--- src/rtl/skl_pkg.sv ---
// Shared widths and the command/status bundles between the controller and the datapath.
package skl_pkg;

  // Sample and rank widths.
  localparam int DATA_W = 32;
  localparam int RANK_W = 7;

  // Commands from the controller to the datapath, one step of the heap walk each.
  typedef struct packed {
    logic load;      // take the accepted request and set up the walk
    logic up_read;   // sift-up: fetch the parent, or place the sample at the root
    logic up_cmp;    // sift-up: move the parent down or place the sample
    logic dn_read;   // sift-down: fetch both children, or place the sample at a leaf
    logic dn_cmp;    // sift-down: move the smaller child up or place the sample
    logic out_load;  // load the root into the output register
  } skl_cmd_t;

  // Status from the datapath to the controller.
  typedef struct packed {
    logic fill_lt_k;  // heap still filling: the request is an insert
    logic gt_root;    // incoming sample beats the current root
    logic pos_zero;   // hole sits at the root
    logic up_move;    // sample is below its parent
    logic dn_leaf;    // hole has no child inside the heap
    logic dn_move;    // a child is below the sample
    logic emit;       // this request produces a result
    logic out_busy;   // output register still holds an untaken result
  } skl_status_t;

endpackage

--- src/rtl/streaming_kth_largest.sv ---
// Top level of the streaming k-th largest tracker.
// Keeps the k largest signed 32-bit samples of a stream in a binary min-heap held in a
// K_MAX-entry RAM with registered reads, and for every sample from the k-th on returns
// the heap root, the current k-th largest value; earlier samples return nothing. One
// sample is in work at a time. The walk through the heap sets the time per sample: the
// sample is accepted, then each step of the walk reads the parent or both children and
// then compares and writes back, where the step that reaches the root on the way up or
// a node without children on the way down needs only its read, and last the result is
// handed to the output register. A sample not above the root skips the walk. A result
// waiting in the output register does not stop the next sample from being accepted,
// but that sample's walk then holds in its final hand-off state until the register is
// free. Writing rank_k (cfg_data) restarts the stream: held samples are dropped. A rank
// of zero acts as one, a rank above K_MAX acts as K_MAX.
module streaming_kth_largest #(
  parameter int K_MAX = 64
) (
  input  logic        clk,
  input  logic        rst,
  // Sample requests
  input  logic        s_tvalid,
  output logic        s_tready,
  input  logic [31:0] s_tdata,   // [31:0] sample
  // Results
  output logic        m_tvalid,
  input  logic        m_tready,
  output logic [31:0] m_tdata,   // [31:0] kth_largest
  // Rank register write
  input  logic        cfg_valid,
  output logic        cfg_ready,
  input  logic [6:0]  cfg_data   // [6:0] rank_k
);

  skl_pkg::skl_cmd_t    cmd;
  skl_pkg::skl_status_t status;
  logic signed [skl_pkg::DATA_W-1:0] kth_largest;

  assign cfg_ready = 1'b1;
  assign m_tdata   = kth_largest;

  skl_ctrl u_ctrl (
    .clk      (clk),
    .rst      (rst),
    .in_valid (s_tvalid),
    .in_ready (s_tready),
    .status   (status),
    .cmd      (cmd)
  );

  skl_dp #(
    .K_MAX (K_MAX)
  ) u_dp (
    .clk         (clk),
    .rst         (rst),
    .cmd         (cmd),
    .status      (status),
    .sample      (s_tdata),
    .cfg_we      (cfg_valid && cfg_ready),
    .cfg_rank    (cfg_data),
    .out_valid   (m_tvalid),
    .out_ready   (m_tready),
    .kth_largest (kth_largest)
  );

endmodule

--- src/rtl/skl_ram.sv ---
// Generic simple RAM: one write port, two read ports, registered read data.
module skl_ram #(
  parameter int WIDTH = 32,
  parameter int DEPTH = 64
) (
  input  logic                                      clk,
  input  logic                                      we,
  input  logic [((DEPTH > 1) ? $clog2(DEPTH) : 1)-1:0] waddr,
  input  logic [WIDTH-1:0]                          wdata,
  input  logic [((DEPTH > 1) ? $clog2(DEPTH) : 1)-1:0] raddr_a,
  input  logic [((DEPTH > 1) ? $clog2(DEPTH) : 1)-1:0] raddr_b,
  output logic [WIDTH-1:0]                          rdata_a,
  output logic [WIDTH-1:0]                          rdata_b
);

  logic [WIDTH-1:0] mem [DEPTH];

  // Write one entry, read two.
  always_ff @(posedge clk) begin
    if (we) begin
      mem[waddr] <= wdata;
    end
    rdata_a <= mem[raddr_a];
    rdata_b <= mem[raddr_b];
  end

endmodule

--- src/rtl/skl_dp.sv ---
// Datapath: rank and fill registers, hole position, root copy, heap RAM and output register.
module skl_dp #(
  parameter int K_MAX = 64
) (
  input  logic                               clk,
  input  logic                               rst,
  input  skl_pkg::skl_cmd_t                  cmd,
  output skl_pkg::skl_status_t               status,
  input  logic signed [skl_pkg::DATA_W-1:0]  sample,
  input  logic                               cfg_we,
  input  logic [skl_pkg::RANK_W-1:0]         cfg_rank,
  output logic                               out_valid,
  input  logic                               out_ready,
  output logic signed [skl_pkg::DATA_W-1:0]  kth_largest
);

  localparam int AW = (K_MAX > 1) ? $clog2(K_MAX) : 1;
  localparam int CW = $clog2(K_MAX + 1);
  localparam int XW = (CW > skl_pkg::RANK_W) ? CW : skl_pkg::RANK_W;
  localparam int IW = AW + 2;

  logic [skl_pkg::RANK_W-1:0]        rank_k;
  logic [CW-1:0]                     fill;
  logic [AW-1:0]                     pos;
  logic signed [skl_pkg::DATA_W-1:0] x;
  logic signed [skl_pkg::DATA_W-1:0] root;
  logic                              emit;

  logic [CW-1:0]                     k_eff;
  logic [AW-1:0]                     parent;
  logic [IW-1:0]                     left;
  logic [IW-1:0]                     right;
  logic [IW-1:0]                     count;
  logic                              left_ok;
  logic                              right_ok;
  logic signed [skl_pkg::DATA_W-1:0] rd_a;
  logic signed [skl_pkg::DATA_W-1:0] rd_b;
  logic signed [skl_pkg::DATA_W-1:0] cur;
  logic                              sel_left;
  logic                              sel_right;
  logic                              up_move;
  logic [AW-1:0]                     child;
  logic signed [skl_pkg::DATA_W-1:0] child_val;

  logic                              we;
  logic [AW-1:0]                     waddr;
  logic signed [skl_pkg::DATA_W-1:0] wdata;
  logic [AW-1:0]                     raddr_a;
  logic [AW-1:0]                     raddr_b;
  logic [skl_pkg::DATA_W-1:0]        rdata_a;
  logic [skl_pkg::DATA_W-1:0]        rdata_b;

  // Clamp the rank: zero acts as one, above capacity acts as capacity.
  always_comb begin
    if (rank_k == '0) begin
      k_eff = CW'(1);
    end else if (XW'(rank_k) > XW'(K_MAX)) begin
      k_eff = CW'(K_MAX);
    end else begin
      k_eff = CW'(rank_k);
    end
  end

  // Tree neighbors of the hole.
  assign parent   = AW'((pos - AW'(1)) >> 1);
  assign left     = {1'b0, pos, 1'b1};
  assign right    = IW'({1'b0, pos} + (AW + 1)'(1)) << 1;
  assign count    = IW'(fill);
  assign left_ok  = left < count;
  assign right_ok = right < count;

  // Pick the smallest of sample, left child and right child (strict less).
  assign rd_a      = rdata_a;
  assign rd_b      = rdata_b;
  assign up_move   = x < rd_a;
  assign sel_left  = left_ok && (rd_a < x);
  assign cur       = sel_left ? rd_a : x;
  assign sel_right = right_ok && (rd_b < cur);
  assign child     = sel_right ? right[AW-1:0] : left[AW-1:0];
  assign child_val = sel_right ? rd_b : rd_a;

  // Status toward the controller.
  always_comb begin
    status.fill_lt_k = fill < k_eff;
    status.gt_root   = sample > root;
    status.pos_zero  = pos == '0;
    status.up_move   = up_move;
    status.dn_leaf   = !left_ok;
    status.dn_move   = sel_left || sel_right;
    status.emit      = emit;
    status.out_busy  = out_valid && !out_ready;
  end

  // Read addresses: parent on port A for sift-up, both children for sift-down.
  assign raddr_a = cmd.dn_read ? left[AW-1:0] : parent;
  assign raddr_b = right[AW-1:0];

  // Heap write for the current step.
  always_comb begin
    we    = 1'b0;
    waddr = pos;
    wdata = x;
    if (cmd.up_read) begin
      we = status.pos_zero;
    end else if (cmd.up_cmp) begin
      we    = 1'b1;
      wdata = up_move ? rd_a : x;
    end else if (cmd.dn_read) begin
      we = !left_ok;
    end else if (cmd.dn_cmp) begin
      we    = 1'b1;
      wdata = (sel_left || sel_right) ? child_val : x;
    end
  end

  skl_ram #(
    .WIDTH (skl_pkg::DATA_W),
    .DEPTH (K_MAX)
  ) u_heap (
    .clk     (clk),
    .we      (we),
    .waddr   (waddr),
    .wdata   (wdata),
    .raddr_a (raddr_a),
    .raddr_b (raddr_b),
    .rdata_a (rdata_a),
    .rdata_b (rdata_b)
  );

  // Rank and fill count; a rank write restarts the stream.
  always_ff @(posedge clk) begin
    if (rst) begin
      rank_k <= skl_pkg::RANK_W'(1);
      fill   <= '0;
    end else if (cfg_we) begin
      rank_k <= cfg_rank;
      fill   <= '0;
    end else if (cmd.load && status.fill_lt_k) begin
      fill <= fill + CW'(1);
    end
  end

  // Latch the request and walk the hole.
  always_ff @(posedge clk) begin
    if (cmd.load) begin
      x    <= sample;
      emit <= !status.fill_lt_k || ((fill + CW'(1)) == k_eff);
      pos  <= status.fill_lt_k ? fill[AW-1:0] : '0;
    end else if (cmd.up_cmp && up_move) begin
      pos <= parent;
    end else if (cmd.dn_cmp && (sel_left || sel_right)) begin
      pos <= child;
    end
  end

  // Keep a copy of entry zero.
  always_ff @(posedge clk) begin
    if (we && (waddr == '0)) begin
      root <= wdata;
    end
  end

  // Output register.
  always_ff @(posedge clk) begin
    if (rst) begin
      out_valid <= 1'b0;
    end else if (cmd.out_load) begin
      out_valid <= 1'b1;
    end else if (out_ready) begin
      out_valid <= 1'b0;
    end
  end

  always_ff @(posedge clk) begin
    if (cmd.out_load) begin
      kth_largest <= root;
    end
  end

endmodule

--- src/rtl/skl_ctrl.sv ---
// Controller: sequences the sift-up and sift-down walks and the result hand-off.
module skl_ctrl (
  input  logic                 clk,
  input  logic                 rst,
  input  logic                 in_valid,
  output logic                 in_ready,
  input  skl_pkg::skl_status_t status,
  output skl_pkg::skl_cmd_t    cmd
);

  localparam logic [2:0] IDLE   = 3'd0;
  localparam logic [2:0] UP_RD  = 3'd1;
  localparam logic [2:0] UP_CMP = 3'd2;
  localparam logic [2:0] DN_RD  = 3'd3;
  localparam logic [2:0] DN_CMP = 3'd4;
  localparam logic [2:0] FIN    = 3'd5;

  logic [2:0] state;
  logic [2:0] state_next;

  assign in_ready = state == IDLE;

  // Next state and commands.
  always_comb begin
    state_next = state;
    cmd        = '0;
    case (state)
      IDLE: begin
        if (in_valid) begin
          cmd.load = 1'b1;
          if (status.fill_lt_k) begin
            state_next = UP_RD;
          end else if (status.gt_root) begin
            state_next = DN_RD;
          end else begin
            state_next = FIN;
          end
        end
      end
      UP_RD: begin
        cmd.up_read = 1'b1;
        state_next  = status.pos_zero ? FIN : UP_CMP;
      end
      UP_CMP: begin
        cmd.up_cmp = 1'b1;
        state_next = status.up_move ? UP_RD : FIN;
      end
      DN_RD: begin
        cmd.dn_read = 1'b1;
        state_next  = status.dn_leaf ? FIN : DN_CMP;
      end
      DN_CMP: begin
        cmd.dn_cmp = 1'b1;
        state_next = status.dn_move ? DN_RD : FIN;
      end
      FIN: begin
        if (!status.emit) begin
          state_next = IDLE;
        end else if (!status.out_busy) begin
          cmd.out_load = 1'b1;
          state_next   = IDLE;
        end
      end
      default: begin
        state_next = IDLE;
      end
    endcase
  end

  always_ff @(posedge clk) begin
    if (rst) begin
      state <= IDLE;
    end else begin
      state <= state_next;
    end
  end

endmodule

--- config.mk ---
export PLATFORM = sky130hd
export DESIGN_NAME = streaming_kth_largest
export DESIGN_NICKNAME = d
export VERILOG_FILES = /design/src/rtl/skl_pkg.sv /design/src/rtl/streaming_kth_largest.sv /design/src/rtl/skl_ram.sv /design/src/rtl/skl_dp.sv /design/src/rtl/skl_ctrl.sv
export SDC_FILE = /design/constraint.sdc
export NUM_CORES = 2
export LEC_CHECK = 0
export ABC_AREA = 1
export BUFFER_PORTS_ARGS = -buffer_cell sky130_fd_sc_hd__buf_2
export CAP_MARGIN = 20
export CORE_MARGIN = 1
export CORE_UTILIZATION = 50
export DETAILED_ROUTE_END_ITERATION = 6
export PLACE_DENSITY = 0.65
export SLEW_MARGIN = 20
export SYNTH_ARGS = -nofsm -noshare
export SYNTH_HDL_FRONTEND = slang
export SYNTH_SLANG_ARGS = --single-unit
--- constraint.sdc ---
create_clock -name clk -period 7.8 [get_ports clk]
set_input_delay 1.56 -clock clk [delete_from_list [all_inputs] [get_ports clk]]
set_output_delay 1.56 -clock clk [all_outputs]
set_load 0.01 [all_outputs]
Yosys cells after proc, flatten, opt, wreduce, memory -nomap -nowiden:

Memories as Yosys holds them, arrays and structs flattened. A register that Yosys moved wholly into a read port is not among the register bits.
Index checks and enable logic that the tools add are counted.

* input port bits: 44
* memories: 1
* latch bits: 0
* word-level logic and storage cells: 91
* ROM bits: 0
* register bits after elaboration: 121
* memory bits (writable): 2048
* output and inout bits: 35

* mux-type cells: 43
* shift-type cells: 0
* bitwise operators: 0
* add/sub/neg operators: 3
* div/mod/pow operators: 0
* equality and inequality tests: 8
* order comparisons: 8
* multipliers: 0
* reduce and logical (&&, ||, !) cells: 19

Memories
* u_dp.u_heap.mem: depth 64, width 32, read ports 2, clocked after Yosys merged registers in 2, wr ports 1, RTL line skl_ram.sv:16 `logic [WIDTH-1:0] mem [DEPTH];`

Operator list (number)
* 32-bit two-way mux: 8
* 32-bit < comparator: 3
* 6-bit two-way mux: 6
* 32-bit > comparator: 1
* 3-bit two-way mux: 8
* 1-bit two-way mux: 18
* 3-bit case mux with 6 select lines: 1
* 7-bit < comparator: 2
* 7-bit two-way mux: 2
* 8-bit by 7-bit < comparator with 1-bit output: 1
* 6-bit by 1-bit adder with 7-bit output, second input constant: 1
* 7-bit by 1-bit adder with 7-bit output, second input constant: 1
* 7-bit == test: 1
* 7-bit > comparator, second input constant: 1
* 1-bit logical AND: 7
* 7-bit zero test: 1
* 3-bit by 2-bit == test with 1-bit output, second input constant: 2
* 3-bit == test, second input constant: 2
* 6-bit zero test: 1
* 6-bit by 1-bit subtractor with 6-bit output, second input constant: 1
* 3-bit by 1-bit == test with 1-bit output, second input constant: 1
* 1-bit zero test: 3
* 3-bit zero test: 1
* 3-bit != test, second input constant: 1
* other kinds (6): 7

Depth between registers and ports, before layout:

* depth in word-level cells: 11
* depth in mapped cells: 39

By module:

From an unflattened synthesis, not the netlist that was laid out.

* cell total of the unflattened synthesis: 12684
* area total of the unflattened synthesis: 113378.7 um^2

By module, submodules not included
* skl_ram: cells each 11401, instances 1, area an instance 103655.7 um^2
* skl_dp: cells each 1232, instances 1, area an instance 9435.3 um^2
* skl_ctrl: cells each 49, instances 1, area an instance 276.5 um^2
* streaming_kth_largest: cells each 2, instances 1, area an instance 11.3 um^2

Worst setup path after synthesis:

OpenSTA, ideal clock, no wires.

* path kind: register to register
* from: register u_dp.pos[0]
* to: memory u_dp.u_heap.mem[42][0], enable pin
* setup slack: 1.854 ns
* path buffers: 4
* period minus slack after synthesis: 5.946 ns
* required time: 7.299 ns
* arrival: 5.445 ns
* cell stages (with the launch flop): 13
* cells stage by stage: edfxtp_1 -> clkbuf_1 -> inv_1 -> clkbuf_1 -> clkbuf_1 -> clkbuf_1 -> ha_1 -> nand3_1 -> inv_1 -> nand2_1 -> nand3_1 -> nand2_1 -> nor4_1

* longest elaborated chain between the ends: 7
* elaborated cells between the ends (all ways): 8
* classes of those cells: order compare: 1; mux: 5; reduce/logical: 2

Ends and longest elaborated chain
* start: declaration: RTL line skl_dp.sv:24 `logic [AW-1:0] pos;`
* start signal: assignment: RTL line skl_dp.sv:148 `pos <= status.fill_lt_k ? fill[AW-1:0] : '0;`
* start signal: assignment: RTL line skl_dp.sv:150 `pos <= parent;`
* start signal: assignment: RTL line skl_dp.sv:152 `pos <= child;`
* 7-bit < comparator: RTL line skl_dp.sv:69 `assign left_ok = left < count;`
* 1-bit zero test
* 1-bit two-way mux: RTL line skl_dp.sv:108 `end else if (cmd.dn_read) begin`
* 1-bit two-way mux: RTL line skl_dp.sv:105 `end else if (cmd.up_cmp) begin`
* 1-bit two-way mux: RTL line skl_dp.sv:103 `if (cmd.up_read) begin`
* 1-bit two-way mux: RTL line skl_ram.sv:20 `if (we) begin`
* 1-bit two-way mux (implied by the code): RTL line skl_ram.sv:21 `mem[waddr] <= wdata;`
* end: declaration: RTL line skl_ram.sv:16

Parallel ways exist; a longest one is shown, timed or not.

Worst setup path in the final report:

* from: register u_dp.pos[0]
* to: memory u_dp.u_heap.mem[34][31] (data pin)

* longest elaborated chain between the ends: 11
* elaborated cells between the ends (all ways): 14
* classes of those cells: add/sub: 1; order compare: 3; mux: 7; reduce/logical: 3

Ends and longest elaborated chain
* 7-bit < comparator: RTL line skl_dp.sv:69
* 1-bit logical AND: RTL line skl_dp.sv:76 `assign sel_left = left_ok && (rd_a < x);`
* 32-bit two-way mux: RTL line skl_dp.sv:77 `assign cur = sel_left ? rd_a : x;`
* 32-bit < comparator: RTL line skl_dp.sv:78 `assign sel_right = right_ok && (rd_b < cur);`
* 1-bit logical AND: RTL line skl_dp.sv:78
* 32-bit two-way mux / 1-bit logical OR (equally long branches): RTL line skl_dp.sv:80, skl_dp.sv:112
* 32-bit two-way mux *: RTL line skl_dp.sv:112 `wdata = (sel_left || sel_right) ? child_val : x;`
* 32-bit two-way mux *: RTL line skl_dp.sv:110 `end else if (cmd.dn_cmp) begin`
* 32-bit two-way mux *: RTL line skl_dp.sv:108
* 32-bit two-way mux *: RTL line skl_dp.sv:105
* 32-bit two-way mux *: RTL line skl_dp.sv:103
* via u_dp.u_heap.wdata[31]: RTL line skl_ram.sv:9 `input logic [WIDTH-1:0] wdata,`

The timed path passes the listed nets; every way through them passes the cells marked *.

==> reports/metrics.cfg <==
[outcome]
status=complete, no violations

[clock_tree]
postCtsSetupBuffers=0
clockBufferDepth=3
cts_buffers=225
cts_resized=0
clock-sinks=2233
insertion_delay_ps=900
cts_tree=yes
clk_pin_slew_ps=60
h-tree-depth=4
holdBufCountCts=0
cts-root-buf=clkbuf_16

[cells_and_area]
finalInstanceArea_um2=110600
multiInputGateArea_um2=30250
fillers=16140
final_cells=11450
regArea_um2=66230
nets=8774
area.growth.synth_to_final_pct=10.64
final_layout_size_suffix_gt1_share_pct=7.985

[sta]
fin_skew_ps=35.65
fmaxAchievable_ghz=0.1372
whs_ps=468.7
fin_crit_sh_pct=93.42
tightest_slew_ps=1191
setup_viol=0
setup_tns_ps=0
slew_violations=0
grt_setup_unrepaired=no
period_minus_slack_ps=7286
finalHoldViolCount=0
maxSlewHeadroom_pct=20.43

[grt]
antenna_found_initial=23
use_met1_pct=47.37
met3_usage_pct=9.483
use_met2_pct=49.53
grt_pass1_wl_mm=499.4
grt_usage_pct=33.94
busiest_layer=met2
grt_pass1_vias=71100
grt_max_degree=196
grt-ovfl-total=0

[die]
dieHeight_um=449.2
die_x_um=449.2
die_area_um2=201800
start_util_pct=50.50
core_um2=198000
ios=79
placementRows=163

[yosys]
synth_ff_type=edfxtp_1
postSynthAreaPerCell_um2=11.31
synth_edf_count=2151
synth_nets=9000
synth_most_common_cell=edfxtp_1
synth_area_leaders=edfxtp_1 (65%), nor2_1 (7.3%), o21ai_0 (5.6%)
ys_seq_area_share_pct=66.24
ys_ff_latch=2233
yosys_warnings=0
synth_commonest_cells=edfxtp_1 (2151), nor2_1 (1954), o21ai_0 (1128)
syn-cell-area_um2=100000
yosysUniqueCellTypes=48
synth_area_leader_cell=edfxtp_1
syn_inst=8838
async_flop_share_pct=0
synth_top_area_share_pct=64.59

[hold_path]
hold_path.class=reg2reg
holdPathStages=0
worstHoldStart=u_dp.root[19]

[critical_path]
max_stage_delay_ps=600
end_kind=flip-flop
path_buf_inv=2
worst-setup-path-type=reg2reg
crit_top_cell=nand2_1
reg2regPathDepth=23
critPathMaxFanout=65
path_cells=inv_8 -> ha_1 -> nor2_1 -> nor2_1 -> o221ai_1 -> a21oi_1 -> nand3_4 -> nand2_1 -> o21ai_0 -> ha_1 -> nand4_1 -> nor3_1 -> nor4b_1 -> nand2_2 -> nand2_2 -> nand2_4 -> nand3_4 -> nand2_1 -> nand2_1 -> buf_4 -> nand2_1 -> nand3_1 -> nand2_4
required_ps=8240
path_depth=23
reg2reg_from=u_dp.pos[0]
slowest_stage=nor4b_1
critPathLaunch=u_dp.pos[0]
arrival_ps=7720
crit_family=simple AND/OR/NAND/NOR gates
startpoint_type=flip-flop

[route]
drt_drc_violations_left=0
vias_per_cell=6.713
drt-initial-drc-count=13130
antenna_left=0
routed_wl_mm=352.3
vias=76870
wl_per_cell_um=30.76
drtPass1Iterations=7

[job]
maxCapViolCount=0

[placed_design]
gp_congestion=0.9436
port_buffers=77
place_inst=11020
hpwlAfterDp_mm=185.6
placed_cell_area_um2=103000

worst paths after layout:
kind / to / slack [ps]
min: u_dp.kth_largest[19] / 470
max: u_dp.u_heap.mem[34][31] / 510
min reg2reg: u_dp.kth_largest[19] / 470
max reg2reg: u_dp.u_heap.mem[34][31] / 510
registers in the layout, indices dropped and copies added (netlist names):
name,cells
u_ctrl.state,3
u_dp.emit,1
u_dp.fill,7
u_dp.kth_largest,32
u_dp.out_valid,1
u_dp.pos,6
u_dp.rank_k,7
u_dp.root,32
u_dp.u_heap.mem,2048
u_dp.u_heap.rdata_a,32
u_dp.u_heap.rdata_b,32
u_dp.x,32
metrics by stage:
step                      util (%)  worst slack (ps)
after global routing         55.86             96.90
after CTS                    55.79             248.4
after global placement       51.99             316.9
after floorplan                  -              1854
final                        55.87             513.6
after detailed placement     52.02             313.5
layout make-up:
type / instances / share of cell area (%)
Clock inverter: 144 / 1.377
Sequential cell: 2233 / 59.86
Timing Repair Buffer: 248 / 1.884
Multi-Input combinational cell: 5577 / 27.34
Clock buffer: 275 / 5.358
Tap cell: 2640 / 2.986
Antenna cell: 7 / 0.01583
Inverter: 327 / 1.174
worst register-to-register path, delay by kind of cell (launching register included):
| kind | cells | cell delay, ps |
|---|---|---|
| simple gates | 16 | 4140 |
| buf+inv | 2 | 780 |
| fa+ha+maj | 2 | 660 |
| compound gates | 3 | 660 |
| flops | 1 | 510 |
routing by layer:
| metal | vias to the layer above | part of all wire [%] |
|---|---|---|
| met3 | 996 | 14 |
| li1 | 32470 | - |
| met5 | - | 0.023 |
| met2 | 5993 | 43 |
| met1 | 37410 | 38 |
| met4 | 12 | 4.7 |
layout by cell type (no fill, tap or decap), types with 9 or more instances in the layout:
master / netlist / final
nor2_1: 1954 / 1937
nor3_1: 12 / 11
o32ai_1: 255 / 255
a31oi_1: 34 / 34
nand2_1: 518 / 485
o21ai_0: 1128 / 1121
a22oi_1: 31 / 31
clkinv_2: 0 / 66
o22ai_1: 138 / 138
buf_2: 29 / 77
o311ai_0: 86 / 86
nand2_4: 1 / 26
o221ai_1: 237 / 237
inv_2: 3 / 24
o211ai_1: 317 / 317
nand4_1: 48 / 48
xor2_1: 11 / 11
nand2_2: 4 / 12
nor2_4: 0 / 15
buf_12: 0 / 30
nand3_1: 235 / 235
o21bai_1: 171 / 171
edfxtp_1: 2151 / 2151
inv_1: 320 / 263
a32oi_1: 32 / 32
o21ai_1: 5 / 9
buf_4: 10 / 139
a21oi_1: 172 / 172
clkbuf_8: 0 / 11
clkbuf_16: 0 / 225
ha_1: 118 / 117
clkinv_1: 4 / 62
bufinv_16: 0 / 27
clkbuf_1: 603 / 39
o21a_1: 35 / 35
dfxtp_1: 82 / 82
kinds of logic (layout without fill, tap and decap cells):
family	Yosys count	in the layout	synth area share, %
other cells	1	8	0.003750
simple gates	2782	2782	10.95
compound gates	2660	2661	17.27
flops	2233	2233	66.24
buf+inv	1029	994	3.936
fa+ha+maj	118	118	1.476
xor+xnor	15	15	0.1314
Power is left out: the tool's default activity adds up to more than one toggle a clock period on the data nets, which glitch-free logic cannot reach.
